[src/rtl/utlf_pkg.sv]
// Shared constants, types and register codes for the ultrasonic tank level filter.
package utlf_pkg;

    localparam int AVERAGE_DEPTH = 5;

    localparam int ECHO_W     = 15;
    localparam int DIST_W     = 12;
    localparam int DIST_RAW_W = 13;
    localparam int HEIGHT_W   = 16;
    localparam int CAP_W      = 16;
    localparam int BAD_W      = 8;
    localparam int KIND_W     = 2;
    localparam int STATUS_W   = 2;
    localparam int PCT_W      = 7;
    localparam int VOL_W      = 16;

    localparam int CFG_IDX_W  = 3;
    localparam int CFG_DATA_W = 16;

    localparam logic [CFG_IDX_W-1:0] CFG_TANK_HEIGHT   = 3'd0;
    localparam logic [CFG_IDX_W-1:0] CFG_TANK_CAPACITY = 3'd1;
    localparam logic [CFG_IDX_W-1:0] CFG_MIN_DISTANCE  = 3'd2;
    localparam logic [CFG_IDX_W-1:0] CFG_MAX_DISTANCE  = 3'd3;
    localparam logic [CFG_IDX_W-1:0] CFG_MAX_STEP      = 3'd4;
    localparam logic [CFG_IDX_W-1:0] CFG_STREAK_LIMIT  = 3'd5;

    localparam logic [HEIGHT_W-1:0] HEIGHT_DEFAULT   = 16'd1500;
    localparam logic [CAP_W-1:0]    CAPACITY_DEFAULT = 16'd1000;
    localparam logic [DIST_W-1:0]   MIN_DIST_RESET   = 12'd20;
    localparam logic [DIST_W-1:0]   MAX_DIST_RESET   = 12'd4000;
    localparam logic [DIST_W-1:0]   MAX_STEP_RESET   = 12'd50;
    localparam logic [BAD_W-1:0]    STREAK_RESET     = 8'd10;
    localparam logic [BAD_W-1:0]    BAD_MAX          = 8'd255;

    localparam int ECHO_SCALE_W = 14;
    localparam logic [ECHO_SCALE_W-1:0] ECHO_SCALE = 14'd11239;
    localparam int ECHO_PROD_W  = ECHO_W + ECHO_SCALE_W;
    localparam logic [ECHO_PROD_W:0] ECHO_ROUND = 30'd32768;
    localparam int ECHO_SHIFT   = 16;

    localparam int RING_IDX_W = (AVERAGE_DEPTH > 1) ? $clog2(AVERAGE_DEPTH) : 1;
    localparam int FILL_W     = $clog2(AVERAGE_DEPTH + 1);
    localparam int SUM_W      = $clog2(AVERAGE_DEPTH * ((1 << DIST_W) - 1) + 1);

    localparam int DIV_REM_W = 16;
    localparam int DIV_LOW_W = DIST_W;
    localparam int DIV_CNT_W = $clog2(DIV_LOW_W + 1);
    localparam int PCT_STEPS = PCT_W;
    localparam logic [DIV_CNT_W-1:0] AVG_DIV_STEPS = DIV_CNT_W'(DIST_W);
    localparam logic [DIV_CNT_W-1:0] PCT_DIV_STEPS = DIV_CNT_W'(PCT_STEPS);

    localparam int LVL_W = 23;
    localparam logic [LVL_W-1:0] PCT_SCALE = 23'd100;

    localparam int VOL_PROD_W  = PCT_W + CAP_W;
    localparam int VOL_RECIP_W = 24;
    localparam logic [VOL_RECIP_W-1:0] VOL_RECIP = 24'd10737419;
    localparam int VOL_FULL_W  = VOL_PROD_W + VOL_RECIP_W;
    localparam int VOL_SHIFT   = 30;

    localparam logic [KIND_W-1:0] KIND_NONE   = 2'd0;
    localparam logic [KIND_W-1:0] KIND_STATUS = 2'd1;
    localparam logic [KIND_W-1:0] KIND_FULL   = 2'd2;

    localparam logic [STATUS_W-1:0] ST_OK      = 2'd0;
    localparam logic [STATUS_W-1:0] ST_TIMEOUT = 2'd1;
    localparam logic [STATUS_W-1:0] ST_INVALID = 2'd2;

    typedef struct packed {
        logic [KIND_W-1:0]   kind;
        logic [DIST_W-1:0]   distance;
        logic [PCT_W-1:0]    pct;
        logic [VOL_W-1:0]    vol;
        logic [STATUS_W-1:0] status;
        logic                lamp;
    } result_t;

    typedef struct packed {
        logic load_in;
        logic mul_echo;
        logic check;
        logic take_avg;
        logic take_pct;
        logic mul_recip;
        logic finish;
        logic load_out;
    } ctrl_cmd_t;

    typedef struct packed {
        logic reject;
        logic above;
        logic div_busy;
        logic out_free;
    } dp_status_t;

    typedef struct packed {
        logic                 start;
        logic [DIV_CNT_W-1:0] steps;
    } div_req_t;

endpackage

[src/rtl/utlf_div.sv]
// Restoring divider that produces one quotient bit per cycle.
module utlf_div (
    input  logic                               aclk,
    input  logic                               aresetn,
    input  utlf_pkg::div_req_t                 req,
    input  logic [utlf_pkg::DIV_REM_W-1:0]     rem_init,
    input  logic [utlf_pkg::DIV_LOW_W-1:0]     low_init,
    input  logic [utlf_pkg::DIV_REM_W-1:0]     divisor,
    output logic                               busy,
    output logic [utlf_pkg::DIV_LOW_W-1:0]     quotient
);
    import utlf_pkg::*;

    logic [DIV_REM_W-1:0] rem_reg;
    logic [DIV_LOW_W-1:0] low_reg;
    logic [DIV_LOW_W-1:0] quot_reg;
    logic [DIV_REM_W-1:0] divisor_reg;
    logic [DIV_CNT_W-1:0] cnt_reg;

    logic [DIV_REM_W:0]   trial;
    logic                 fits;
    logic [DIV_REM_W:0]   diff;

    assign trial = {rem_reg, low_reg[DIV_LOW_W-1]};
    assign fits  = trial >= {1'b0, divisor_reg};
    assign diff  = trial - {1'b0, divisor_reg};

    always_ff @(posedge aclk) begin
        if (!aresetn) begin
            cnt_reg <= '0;
        end else if (req.start) begin
            cnt_reg <= req.steps;
        end else if (cnt_reg != '0) begin
            cnt_reg <= cnt_reg - 1'b1;
        end
    end

    always_ff @(posedge aclk) begin
        if (req.start) begin
            rem_reg     <= rem_init;
            low_reg     <= low_init;
            quot_reg    <= '0;
            divisor_reg <= divisor;
        end else if (cnt_reg != '0) begin
            rem_reg  <= fits ? diff[DIV_REM_W-1:0] : trial[DIV_REM_W-1:0];
            low_reg  <= {low_reg[DIV_LOW_W-2:0], 1'b0};
            quot_reg <= {quot_reg[DIV_LOW_W-2:0], fits};
        end
    end

    assign busy     = cnt_reg != '0;
    assign quotient = quot_reg;

endmodule

[src/rtl/utlf_dpath.sv]
// Datapath: configuration registers, filter state, arithmetic and the result registers.
module utlf_dpath (
    input  logic                               aclk,
    input  logic                               aresetn,
    input  logic                               cfg_wen,
    input  logic [utlf_pkg::CFG_IDX_W-1:0]     cfg_index,
    input  logic [utlf_pkg::CFG_DATA_W-1:0]    cfg_wdata,
    input  logic [utlf_pkg::ECHO_W-1:0]        s_echo_time,
    input  utlf_pkg::ctrl_cmd_t                cmd,
    output utlf_pkg::dp_status_t               sts,
    output logic                               m_valid,
    input  logic                               m_ready,
    output logic [utlf_pkg::KIND_W-1:0]        m_update_kind,
    output logic [utlf_pkg::DIST_W-1:0]        m_distance_out,
    output logic [utlf_pkg::PCT_W-1:0]         m_level_percent,
    output logic [utlf_pkg::VOL_W-1:0]         m_volume_out,
    output logic [utlf_pkg::STATUS_W-1:0]      m_sensor_status,
    output logic                               m_good_lamp
);
    import utlf_pkg::*;

    logic [HEIGHT_W-1:0]    height_reg;
    logic [CAP_W-1:0]       capacity_reg;
    logic [DIST_W-1:0]      min_dist_reg;
    logic [DIST_W-1:0]      max_dist_reg;
    logic [DIST_W-1:0]      max_step_reg;
    logic [BAD_W-1:0]       streak_limit_reg;

    logic [ECHO_W-1:0]      echo_reg;
    logic [ECHO_PROD_W-1:0] prod_reg;
    logic [DIST_W-1:0]      ring_reg [AVERAGE_DEPTH];
    logic [RING_IDX_W-1:0]  slot_reg;
    logic [FILL_W-1:0]      fill_reg;
    logic [SUM_W-1:0]       sum_reg;
    logic [DIST_W-1:0]      last_good_reg;
    logic                   have_good_reg;
    logic [BAD_W-1:0]       bad_run_reg;
    logic [VOL_PROD_W-1:0]  pctmul_reg;
    logic [VOL_FULL_W-1:0]  recip_reg;
    result_t                res_reg;
    result_t                out_reg;
    logic                   m_valid_reg;

    logic [ECHO_PROD_W:0]         rounded;
    logic [DIST_RAW_W-1:0]        raw_dist;
    logic                         is_timeout;
    logic                         out_of_range;
    logic [DIST_RAW_W-1:0]        step_diff;
    logic                         too_far;
    logic                         reject;
    logic [STATUS_W-1:0]          rej_status;
    logic [BAD_W-1:0]             bad_run_next;
    logic                         quiet;
    logic                         fill_full;
    logic [FILL_W-1:0]            fill_next;
    logic [SUM_W-1:0]             sum_next;
    logic [RING_IDX_W-1:0]        slot_next;
    logic [DIST_W+DIV_REM_W-1:0]  sum_ext;
    logic [DIST_W-1:0]            avg;
    logic                         above;
    logic [HEIGHT_W-1:0]          lvl_diff;
    logic [LVL_W-1:0]             lvl_dividend;
    div_req_t                     div_req;
    logic [DIV_REM_W-1:0]         div_rem_init;
    logic [DIV_LOW_W-1:0]         div_low_init;
    logic [DIV_REM_W-1:0]         div_divisor;
    logic                         div_busy;
    logic [DIV_LOW_W-1:0]         quot;

    // The scaled echo rounds half up; the distance is the top of the product.
    assign rounded      = {1'b0, prod_reg} + ECHO_ROUND;
    assign raw_dist     = rounded[ECHO_SHIFT +: DIST_RAW_W];
    assign is_timeout   = echo_reg == '0;
    assign out_of_range = (raw_dist < {1'b0, min_dist_reg}) ||
                          (raw_dist > {1'b0, max_dist_reg});
    assign step_diff    = (raw_dist >= {1'b0, last_good_reg}) ? raw_dist - {1'b0, last_good_reg}
                                                             : {1'b0, last_good_reg} - raw_dist;
    assign too_far      = have_good_reg && (step_diff > {1'b0, max_step_reg});
    assign reject       = is_timeout || out_of_range || too_far;
    assign rej_status   = is_timeout ? ST_TIMEOUT : ST_INVALID;
    assign bad_run_next = (bad_run_reg == BAD_MAX) ? bad_run_reg : bad_run_reg + 1'b1;
    assign quiet        = have_good_reg && (bad_run_next < streak_limit_reg);

    // The running sum always equals the sum of the filled ring entries.
    assign fill_full = fill_reg == FILL_W'(AVERAGE_DEPTH);
    assign fill_next = fill_full ? fill_reg : fill_reg + 1'b1;
    assign sum_next  = sum_reg + SUM_W'(raw_dist[DIST_W-1:0])
                       - (fill_full ? SUM_W'(ring_reg[slot_reg]) : SUM_W'(0));
    assign slot_next = (slot_reg == RING_IDX_W'(AVERAGE_DEPTH - 1)) ? '0
                                                                  : slot_reg + 1'b1;
    assign sum_ext   = (DIST_W + DIV_REM_W)'(sum_next);

    assign avg          = quot;
    assign above        = {{(HEIGHT_W-DIST_W){1'b0}}, avg} > height_reg;
    assign lvl_diff     = height_reg - {{(HEIGHT_W-DIST_W){1'b0}}, avg};
    assign lvl_dividend = LVL_W'(lvl_diff) * PCT_SCALE;

    // The quotient width is known in advance, so the partial remainder starts with
    // the dividend bits above it and is already smaller than the divisor.
    always_comb begin
        div_req.start = (cmd.check && !reject) || (cmd.take_avg && !above);
        if (cmd.check) begin
            div_req.steps = AVG_DIV_STEPS;
            div_rem_init  = DIV_REM_W'(sum_ext >> DIST_W);
            div_low_init  = sum_ext[DIST_W-1:0];
            div_divisor   = DIV_REM_W'(fill_next);
        end else begin
            div_req.steps = PCT_DIV_STEPS;
            div_rem_init  = lvl_dividend[LVL_W-1:PCT_STEPS];
            div_low_init  = {lvl_dividend[PCT_STEPS-1:0], {(DIV_LOW_W-PCT_STEPS){1'b0}}};
            div_divisor   = height_reg;
        end
    end

    utlf_div u_div (
        .aclk     (aclk),
        .aresetn  (aresetn),
        .req      (div_req),
        .rem_init (div_rem_init),
        .low_init (div_low_init),
        .divisor  (div_divisor),
        .busy     (div_busy),
        .quotient (quot)
    );

    always_ff @(posedge aclk) begin
        if (!aresetn) begin
            height_reg       <= HEIGHT_DEFAULT;
            capacity_reg     <= CAPACITY_DEFAULT;
            min_dist_reg     <= MIN_DIST_RESET;
            max_dist_reg     <= MAX_DIST_RESET;
            max_step_reg     <= MAX_STEP_RESET;
            streak_limit_reg <= STREAK_RESET;
        end else if (cfg_wen) begin
            case (cfg_index)
                CFG_TANK_HEIGHT: begin
                    height_reg <= (cfg_wdata == '0) ? HEIGHT_DEFAULT : cfg_wdata;
                end
                CFG_TANK_CAPACITY: begin
                    capacity_reg <= (cfg_wdata == '0) ? CAPACITY_DEFAULT : cfg_wdata;
                end
                CFG_MIN_DISTANCE: begin
                    min_dist_reg <= cfg_wdata[DIST_W-1:0];
                end
                CFG_MAX_DISTANCE: begin
                    max_dist_reg <= cfg_wdata[DIST_W-1:0];
                end
                CFG_MAX_STEP: begin
                    max_step_reg <= cfg_wdata[DIST_W-1:0];
                end
                CFG_STREAK_LIMIT: begin
                    streak_limit_reg <= cfg_wdata[BAD_W-1:0];
                end
                default: begin
                end
            endcase
        end
    end

    always_ff @(posedge aclk) begin
        if (!aresetn) begin
            slot_reg      <= '0;
            fill_reg      <= '0;
            sum_reg       <= '0;
            last_good_reg <= '0;
            have_good_reg <= 1'b0;
            bad_run_reg   <= '0;
        end else if (cmd.check) begin
            if (reject) begin
                bad_run_reg <= bad_run_next;
            end else begin
                slot_reg <= slot_next;
                fill_reg <= fill_next;
                sum_reg  <= sum_next;
            end
        end else if (cmd.take_avg) begin
            last_good_reg <= avg;
            have_good_reg <= 1'b1;
            bad_run_reg   <= '0;
        end
    end

    always_ff @(posedge aclk) begin
        if (cmd.load_in) begin
            echo_reg <= s_echo_time;
        end
        if (cmd.mul_echo) begin
            prod_reg <= ECHO_PROD_W'(echo_reg) * ECHO_PROD_W'(ECHO_SCALE);
        end
        if (cmd.check && !reject) begin
            ring_reg[slot_reg] <= raw_dist[DIST_W-1:0];
        end
        if (cmd.take_pct) begin
            pctmul_reg <= VOL_PROD_W'(quot[PCT_W-1:0]) * VOL_PROD_W'(capacity_reg);
        end
        if (cmd.mul_recip) begin
            recip_reg <= VOL_FULL_W'(pctmul_reg) * VOL_FULL_W'(VOL_RECIP);
        end
    end

    always_ff @(posedge aclk) begin
        if (cmd.check && reject) begin
            if (quiet) begin
                res_reg.kind     <= KIND_NONE;
                res_reg.distance <= '0;
                res_reg.status   <= ST_OK;
            end else begin
                res_reg.kind     <= have_good_reg ? KIND_STATUS : KIND_FULL;
                res_reg.distance <= last_good_reg;
                res_reg.status   <= rej_status;
            end
            res_reg.pct  <= '0;
            res_reg.vol  <= '0;
            res_reg.lamp <= 1'b0;
        end else if (cmd.take_avg) begin
            res_reg.kind     <= KIND_STATUS;
            res_reg.distance <= avg;
            res_reg.pct      <= '0;
            res_reg.vol      <= '0;
            res_reg.status   <= ST_INVALID;
            res_reg.lamp     <= 1'b1;
        end else if (cmd.take_pct) begin
            res_reg.pct <= quot[PCT_W-1:0];
        end else if (cmd.finish) begin
            res_reg.kind   <= KIND_FULL;
            res_reg.status <= ST_OK;
            res_reg.vol    <= recip_reg[VOL_SHIFT +: VOL_W];
        end
    end

    always_ff @(posedge aclk) begin
        if (!aresetn) begin
            m_valid_reg <= 1'b0;
        end else if (cmd.load_out) begin
            m_valid_reg <= 1'b1;
        end else if (m_ready) begin
            m_valid_reg <= 1'b0;
        end
    end

    always_ff @(posedge aclk) begin
        if (cmd.load_out) begin
            out_reg <= res_reg;
        end
    end

    assign sts.reject   = reject;
    assign sts.above    = above;
    assign sts.div_busy = div_busy;
    assign sts.out_free = !m_valid_reg || m_ready;

    assign m_valid         = m_valid_reg;
    assign m_update_kind   = out_reg.kind;
    assign m_distance_out  = out_reg.distance;
    assign m_level_percent = out_reg.pct;
    assign m_volume_out    = out_reg.vol;
    assign m_sensor_status = out_reg.status;
    assign m_good_lamp     = out_reg.lamp;

endmodule

[src/rtl/utlf_ctrl.sv]
// Controller state machine that sequences one reading through the datapath.
module utlf_ctrl (
    input  logic                  aclk,
    input  logic                  aresetn,
    input  logic                  s_valid,
    output logic                  s_ready,
    output utlf_pkg::ctrl_cmd_t   cmd,
    input  utlf_pkg::dp_status_t  sts
);
    import utlf_pkg::*;

    localparam logic [3:0] S_IDLE    = 4'd0;
    localparam logic [3:0] S_MUL     = 4'd1;
    localparam logic [3:0] S_CHECK   = 4'd2;
    localparam logic [3:0] S_AVG_DIV = 4'd3;
    localparam logic [3:0] S_AVG     = 4'd4;
    localparam logic [3:0] S_PCT_DIV = 4'd5;
    localparam logic [3:0] S_PCT     = 4'd6;
    localparam logic [3:0] S_VOL     = 4'd7;
    localparam logic [3:0] S_DONE    = 4'd8;
    localparam logic [3:0] S_OUT     = 4'd9;

    logic [3:0] state_reg;
    logic [3:0] state_next;

    always_comb begin
        cmd        = '0;
        state_next = state_reg;
        case (state_reg)
            S_IDLE: begin
                if (s_valid) begin
                    cmd.load_in = 1'b1;
                    state_next  = S_MUL;
                end
            end
            S_MUL: begin
                cmd.mul_echo = 1'b1;
                state_next   = S_CHECK;
            end
            S_CHECK: begin
                cmd.check  = 1'b1;
                state_next = sts.reject ? S_OUT : S_AVG_DIV;
            end
            S_AVG_DIV: begin
                if (!sts.div_busy) begin
                    state_next = S_AVG;
                end
            end
            S_AVG: begin
                cmd.take_avg = 1'b1;
                state_next   = sts.above ? S_OUT : S_PCT_DIV;
            end
            S_PCT_DIV: begin
                if (!sts.div_busy) begin
                    state_next = S_PCT;
                end
            end
            S_PCT: begin
                cmd.take_pct = 1'b1;
                state_next   = S_VOL;
            end
            S_VOL: begin
                cmd.mul_recip = 1'b1;
                state_next    = S_DONE;
            end
            S_DONE: begin
                cmd.finish = 1'b1;
                state_next = S_OUT;
            end
            S_OUT: begin
                if (sts.out_free) begin
                    cmd.load_out = 1'b1;
                    state_next   = S_IDLE;
                end
            end
            default: begin
                state_next = S_IDLE;
            end
        endcase
    end

    always_ff @(posedge aclk) begin
        if (!aresetn) begin
            state_reg <= S_IDLE;
        end else begin
            state_reg <= state_next;
        end
    end

    assign s_ready = state_reg == S_IDLE;

endmodule

[src/rtl/ultrasonic_tank_level_filter_top.sv]
// Top level of the ultrasonic tank level filter: controller and datapath.
//
//   Channel   Direction   Handshake           Beat contents
//   s_        in          s_valid / s_ready   s_echo_time
//   m_        out         m_valid / m_ready   update kind, distance, level, volume,
//                                             sensor status, good lamp
//   cfg_      in          cfg_wen             cfg_index, cfg_wdata
//
// A rejected reading goes from the check to the output stage; one above the tank
// height also passes the average divide; a full update both divides and the volume
// multiply. The output stage waits while the last beat is held. The shared serial
// divider takes 12 steps for the average and 7 for the level percent. The result
// register holds one beat while the next reading is accepted. Reset is synchronous
// and active low; it restores register defaults and empties the averaging window.
module ultrasonic_tank_level_filter_top (
    input  logic                               aclk,
    input  logic                               aresetn,
    input  logic                               cfg_wen,
    input  logic [utlf_pkg::CFG_IDX_W-1:0]     cfg_index,
    input  logic [utlf_pkg::CFG_DATA_W-1:0]    cfg_wdata,
    input  logic                               s_valid,
    output logic                               s_ready,
    input  logic [utlf_pkg::ECHO_W-1:0]        s_echo_time,
    output logic                               m_valid,
    input  logic                               m_ready,
    output logic [utlf_pkg::KIND_W-1:0]        m_update_kind,
    output logic [utlf_pkg::DIST_W-1:0]        m_distance_out,
    output logic [utlf_pkg::PCT_W-1:0]         m_level_percent,
    output logic [utlf_pkg::VOL_W-1:0]         m_volume_out,
    output logic [utlf_pkg::STATUS_W-1:0]      m_sensor_status,
    output logic                               m_good_lamp
);
    import utlf_pkg::*;

    ctrl_cmd_t  cmd;
    dp_status_t sts;

    utlf_ctrl u_ctrl (
        .aclk    (aclk),
        .aresetn (aresetn),
        .s_valid (s_valid),
        .s_ready (s_ready),
        .cmd     (cmd),
        .sts     (sts)
    );

    utlf_dpath u_dpath (
        .aclk            (aclk),
        .aresetn         (aresetn),
        .cfg_wen         (cfg_wen),
        .cfg_index       (cfg_index),
        .cfg_wdata       (cfg_wdata),
        .s_echo_time     (s_echo_time),
        .cmd             (cmd),
        .sts             (sts),
        .m_valid         (m_valid),
        .m_ready         (m_ready),
        .m_update_kind   (m_update_kind),
        .m_distance_out  (m_distance_out),
        .m_level_percent (m_level_percent),
        .m_volume_out    (m_volume_out),
        .m_sensor_status (m_sensor_status),
        .m_good_lamp     (m_good_lamp)
    );

endmodule
[config.mk]
export PLATFORM = sky130hd
export DESIGN_NAME = ultrasonic_tank_level_filter_top
export DESIGN_NICKNAME = d
export VERILOG_FILES = /design/src/rtl/utlf_pkg.sv /design/src/rtl/utlf_div.sv /design/src/rtl/utlf_dpath.sv /design/src/rtl/utlf_ctrl.sv /design/src/rtl/ultrasonic_tank_level_filter_top.sv
export SDC_FILE = /design/constraint.sdc
export NUM_CORES = 2
export LEC_CHECK = 0
export BUFFER_PORTS_ARGS = -buffer_cell sky130_fd_sc_hd__buf_2
export CORE_ASPECT_RATIO = 0.5
export CORE_MARGIN = 2
export CORE_UTILIZATION = 65
export DETAILED_ROUTE_END_ITERATION = 16
export GPL_TIMING_DRIVEN = 0
export PLACE_DENSITY_LB_ADDON = 0.1
export SYNTH_ARGS = -nofsm -noshare
export SYNTH_HDL_FRONTEND = slang
export SYNTH_HIERARCHICAL = 1
export SYNTH_SLANG_ARGS = --single-unit
[constraint.sdc]
create_clock -name aclk -period 13 [get_ports aclk]
set_clock_uncertainty 0.2 [all_clocks]
set_input_delay 1.95 -clock aclk [delete_from_list [all_inputs] [get_ports aclk]]
set_output_delay 1.95 -clock aclk [all_outputs]
set_load 0.05 [all_outputs]
# Word-level counts from Yosys, hierarchy flattened

Memory sizes are Yosys's and may differ from the RTL's. A register that Yosys moved wholly into a read port is not among the register bits.
Cells that the tools add are included.

Memories kept: 1
Register bits: 376
Bits in writable memories: 60
Word-level logic and storage cells: 179

Memories:

| memory           | words | width | read ports | clocked after Yosys merged registers in | write ports | RTL line         | RTL |
|---|---|---|---|---|---|---|---|
| u_dpath.ring_reg | 5     | 12    | 1          | 1                                       | 1           | utlf_dpath.sv:31 | `logic [DIST_W-1:0] ring_reg [AVERAGE_DEPTH];` |

Order comparisons: 7
Reductions and logical operators: 36
Multiply operators: 4
Equal/unequal tests: 23
Bitwise logic cells: 3
Add/sub/neg operators: 11
Muxes and demuxes: 58

Operators with widths:

| kind                                                 | number |
|---|---|
| two-way mux 16 bit                                   | 6 |
| two-way mux 12 bit                                   | 5 |
| multiplier 23 x 24 -> 46 bit (second input constant) | 1 |
| two-way mux 40 bit                                   | 1 |
| case mux 4 bit (10 select lines)                     | 1 |
| two-way mux 18 bit                                   | 2 |
| two-way mux 4 bit                                    | 9 |
| two-way mux 8 bit                                    | 4 |
| adder 29 x 16 -> 29 bit (second input constant)      | 1 |
| multiplier 15 x 14 -> 29 bit (second input constant) | 1 |
| > comparator 13 x 12 -> 1 bit                        | 2 |
| two-way mux 25 bit                                   | 1 |
| multiplier 7 x 16 -> 23 bit                          | 1 |
| AND reduction 2 bit                                  | 11 |
| multiplier 16 x 5 -> 21 bit (second input constant)  | 1 |
| greater-or-equal comparator 17 x 16 -> 1 bit         | 1 |
| == test 4 x 3 -> 1 bit (second input constant)       | 4 |
| > comparator 12 x 16 -> 1 bit                        | 1 |
| zero test 16 bit                                     | 1 |
| subtractor 16 x 12 -> 16 bit                         | 1 |
| subtractor 16 bit                                    | 1 |
| adder 15 x 12 -> 15 bit                              | 1 |
| zero test 15 bit                                     | 1 |
| two-way mux 1 bit                                    | 15 |
| 34 further kinds                                     | 69 |

# Logic depth before layout (Yosys ltp)

Depth after elaboration: 10
Depth in mapped cells: 31
Gate-level depth less buffers: 28

# Modules after synthesis

The synthesis kept the hierarchy.

By module, submodules not included:

| module     | sequential area each (µm²) | instances | cells each | area an instance (µm²) |
|---|---|---|---|---|
| utlf_dpath | 8448.1                     | 1         | 3385       | 33987.6 |
| utlf_div   | 1641.6                     | 1         | 340        | 3484.6 |
| utlf_ctrl  | 80.1                       | 1         | 49         | 367.9 |

# Worst setup path after synthesis

Ideal clock, no wire load.

Path type: flip-flop to flip-flop
From: reg u_dpath.prod_reg[17]
To: reg u_dpath.u_div.low_reg[0], enable pin
Setup slack: 5.874 ns
Buffers on the path: 3
Arrival time: 6.541 ns
Cell stages (with the launch flop): 25
Cell sequence: edfxtp_1 > nand4_2 > nor3_1 > and3_1 > xor2_1 > ha_1 > inv_1 > nor3_1 > nand3_1 > o211ai_4 > buf_2 > mux2i_1 > o21ai_0 > a31oi_1 > xnor2_1 > ha_1 > a2111oi_0 > a31oi_1 > a311oi_2 > o2111ai_4 > clkbuf_1 > o21ai_0 > clkbuf_1 > inv_1 > nand2_1

RTL lines:

| item                     | RTL line          | RTL |
|---|---|---|
| start: declaration       | utlf_dpath.sv:30  | `logic [ECHO_PROD_W-1:0] prod_reg;` |
| start signal: assignment | utlf_dpath.sv:188 | `prod_reg <= ECHO_PROD_W'(echo_reg) * ECHO_PROD_W'(ECHO_SCALE);` |
| end signal: assignment   | utlf_div.sv:41    | `low_reg <= low_init;` |
| end signal: assignment   | utlf_div.sv:46    | `low_reg <= {low_reg[DIV_LOW_W-2:0], 1'b0};` |
| end: declaration         | utlf_div.sv:15    | `logic [DIV_LOW_W-1:0] low_reg;` |

==> key figures <==
Floorplan
  – I/O pin total: 81
  – Die Wd: 345 um
  – Row cnt: 62
  – Die H: 175 um
  – Initial Utilization: 0.658
  – Total Die Area: 60300 um2
  – Core footprint: 57500 um2

Clocking
  – Hold Buf Count CTS: 0
  – Clk root buf: clkbuf_16
  – Post_cts resized: 0
  – Clock slew at reported path FFs: 60 ps
  – Num CTS Buffers: 38
  – Post-CTS setup buffers: 0
  – Clock Latency Late Sink: 570 ps
  – Clock Path Buffers: 3
  – H-Tree Depth: 2
  – Clk sinks: 394
  – CTS tree: built

Finish
  – Most frequent cells in the layout: inv_1 (719), ha_1 (567), fa_1 (383), nand2_1 (365), edfxtp_1 (228)
  – Layout cells sized above 1: 0.0656
  – Layout area overhead: 7.41%
  – Nets@finish: 4893
  – Max reg flops: 60
  – Most common cell after layout, fill and taps aside: inv_1

Route
  – Drt first pass iters: 5
  – Drt drc: 0
  – Total routed wirelength: 91800 um
  – Vias post-DR: 27300
  – Antenna Nets Post-Route: 0
  – Drt wl/cell: 19.5 um
  – DRT iter0 DRCs: 1934
  – Routed vias/inst: 5.79

Logic synthesis
  – Post-synthesis cell count: 3774
  – Ys async rst share: 0
  – Cell area after synthesis: 37800 um2
  – Ranking of synthesized cells by area: fa_1 (20%), ha_1 (19%), edfxtp_1 (18%)
  – Flops & latches, synth: 394
  – YS warnings: 6
  – Yosys top cell by area: fa_1
  – Mapped Avg Cell Area: 10.0 um2
  – Sequential share of the synthesized area: 0.269
  – Synth top area share: 0.203
  – Most used flip-flop cell after synthesis: edfxtp_1
  – EDFF count, synth: 228
  – Distinct cells, synth: 90
  – Post-Syn Nets: 4763

Place
  – Buffers added on ports: 78
  – GP Congestion: 0.983
  – HPWL Detailed: 74400 um

GRT
  – GR Overflow Total: 0
  – Total GRT Usage: 0.313
  – Largest net degree at the start of global routing: 29
  – Vias in the first global route: 28000
  – Initial antenna violation count: 2
  – First-pass GRT wire length: 148000 um

Worst setup path
  – Maximum single-stage delay on the critical path: 1050 ps
  – CP cell instances: nand4_2 -> nor3_1 -> and3_1 -> xor2_1 -> ha_1 -> inv_1 -> nor3_1 -> nand3_1 -> o211ai_4 -> buf_2 -> mux2i_1 -> o21ai_0 -> a31oi_1 -> xnor2_1 -> ha_1 -> a2111oi_0 -> a31oi_1 -> a311oi_2 -> o2111ai_4 -> clkbuf_1 -> o21ai_2 -> clkbuf_1 -> clkbuf_1 -> mux2_2
  – Startpoint Class: register
  – Crit path DAT: 9390 ps
  – Worst r2r src: u_dpath/prod_reg[17]$_DFFE_PP_
  – Setup crit end kind: register
  – Crit path kind: reg2reg
  – Most common cell on crit path: clkbuf_1
  – Crit path max-delay family: compound AO/OA/AOI/OAI gates
  – Buf+Inv Stages, Crit Path: 5
  – Reg2Reg Depth: 24
  – Worst flop-to-flop path endpoint: u_dpath/u_div/low_reg[3]$_DFFE_PP_
  – CP required: 13120 ps
  – Slack of the worst reg-to-reg path: 3730 ps
  – CP Max Fanout: 17
  – Slowest CP cell: xor2_1

Timing
  – WHS: 222 ps
  – Hold Fails Final Rpt: 0
  – Worst-Margin Slew: 1370 ps
  – Fin. max-slew vios: 0
  – Setup violators final: 0
  – Worst rel slew slack: 0.0825
  – Setup repair after global routing missed its margin: no
  – Post-layout min period: 9270 ps
  – Period utilisation layout: 0.713
  – Final setup TNS: 0 ps
  – Max Fclk: 108 MHz

Worst hold path
  – Min-delay src: u_dpath/res_reg[32]$_DFFE_PP_
  – Min-Delay Path Depth: 0
  – Hold path endpoint: u_dpath/m_distance_out[6]$_DFFE_PP_
  – HP Class: reg2reg

Outcome
  – Status: complete, no violations

Flow run
  – Max-Cap Viols: 0
==> routing by layer <==
| metal | up-vias | wire length [um] | share of wire | track usage |
|---|---|---|---|---|
| met5 | - | 0 | 0 | 0 |
| met4 | 0 | 2960 | 0.032 | 0.0987 |
| met3 | 170 | 6150 | 0.067 | 0.0429 |
| met2 | 872 | 43700 | 0.48 | 0.533 |
| met1 | 13400 | 39000 | 0.43 | 0.420 |
| li1 | 12800 | - | - | - |
==> worst max-delay path by stage <==
stage / start / to / cells past startpoint
floorplan: u_dpath/prod_reg[17]$_DFFE_PP_ / u_dpath/u_div/low_reg[0]$_SDFFCE_PN0P_ / 24
global placement: u_dpath/prod_reg[17]$_DFFE_PP_ / u_dpath/u_div/low_reg[11]$_DFFE_PP_ / 24
detailed placement: u_dpath/prod_reg[17]$_DFFE_PP_ / u_dpath/u_div/low_reg[11]$_DFFE_PP_ / 24
CTS: u_dpath/prod_reg[17]$_DFFE_PP_ / u_dpath/u_div/low_reg[4]$_DFFE_PP_ / 24
global route: u_dpath/prod_reg[17]$_DFFE_PP_ / u_dpath/u_div/low_reg[8]$_DFFE_PP_ / 24
finish: u_dpath/prod_reg[17]$_DFFE_PP_ / u_dpath/u_div/low_reg[3]$_DFFE_PP_ / 24
==> final cells by class <==
| type | instances | area, um2 |
|---|---|---|
| Tap cell | 768 | 961 |
| Timing Repair Buffer | 90 | 522 |
| Sequential cell | 394 | 10200 |
| Clock buffer | 45 | 1010 |
| Inverter | 720 | 2700 |
| Buffer | 113 | 523 |
| Fill cell | 4344 | 16800 |
| Clock inverter | 24 | 233 |
| Multi-Input combinational cell | 2547 | 24500 |
| Antenna cell | 3 | 7.51 |
==> cells by family (layout without fill, tap and decap cells) <==
kind of cell	after synthesis	count (layout)	synth area share
fa+ha+maj	950	950	0.390
simple gates	825	825	0.103
flops	394	394	0.269
buf+inv	833	992	0.0852
mux	86	86	0.0280
compound gates	549	549	0.0935
other cells	1	4	0.0000991
xor+xnor	136	136	0.0315
==> cell usage after synthesis, types with 11 or more instances <==
cell / count
a211oi_1: 19
a21o_1: 41
a21oi_1: 204
a22o_1: 15
a31oi_1: 16
and2_1: 55
and3_1: 17
buf_2: 11
clkbuf_1: 85
dfxtp_1: 166
edfxtp_1: 228
fa_1: 383
ha_1: 567
inv_1: 719
mux2_2: 26
mux2i_1: 45
mux4_2: 12
nand2_1: 366
nand2b_1: 21
nand3_1: 44
nand4_1: 25
nor2_1: 141
nor2b_1: 39
nor3_1: 43
nor4_1: 11
o211ai_1: 40
o21a_1: 22
o21ai_0: 89
o21bai_1: 11
o31ai_1: 11
or3_1: 13
xnor2_1: 85
xor2_1: 51
==> worst reg2reg max path, delay by kind of cell, from the launching register on <==
family,cells,cell delay [ps]
compound gates,8,2660
buf+inv,5,1950
simple gates,5,1290
xor+xnor,2,1190
fa+ha+maj,2,650
mux,2,640
flops,1,430
==> metrics by stage <==
step	cells	utilization	cell area, um2	worst slack (ps)
after floorplan	3774	-	37800	5870
after global placement	4620	0.682	39200	3280
after detailed placement	4631	0.685	39400	3610
after CTS	4700	0.706	40600	3590
after global routing	4703	0.707	40600	3260
final	4704	0.707	40600	3730
Power is left out: the tool's default activity adds up to more than one toggle a clock period on the data nets, which glitch-free logic cannot reach.
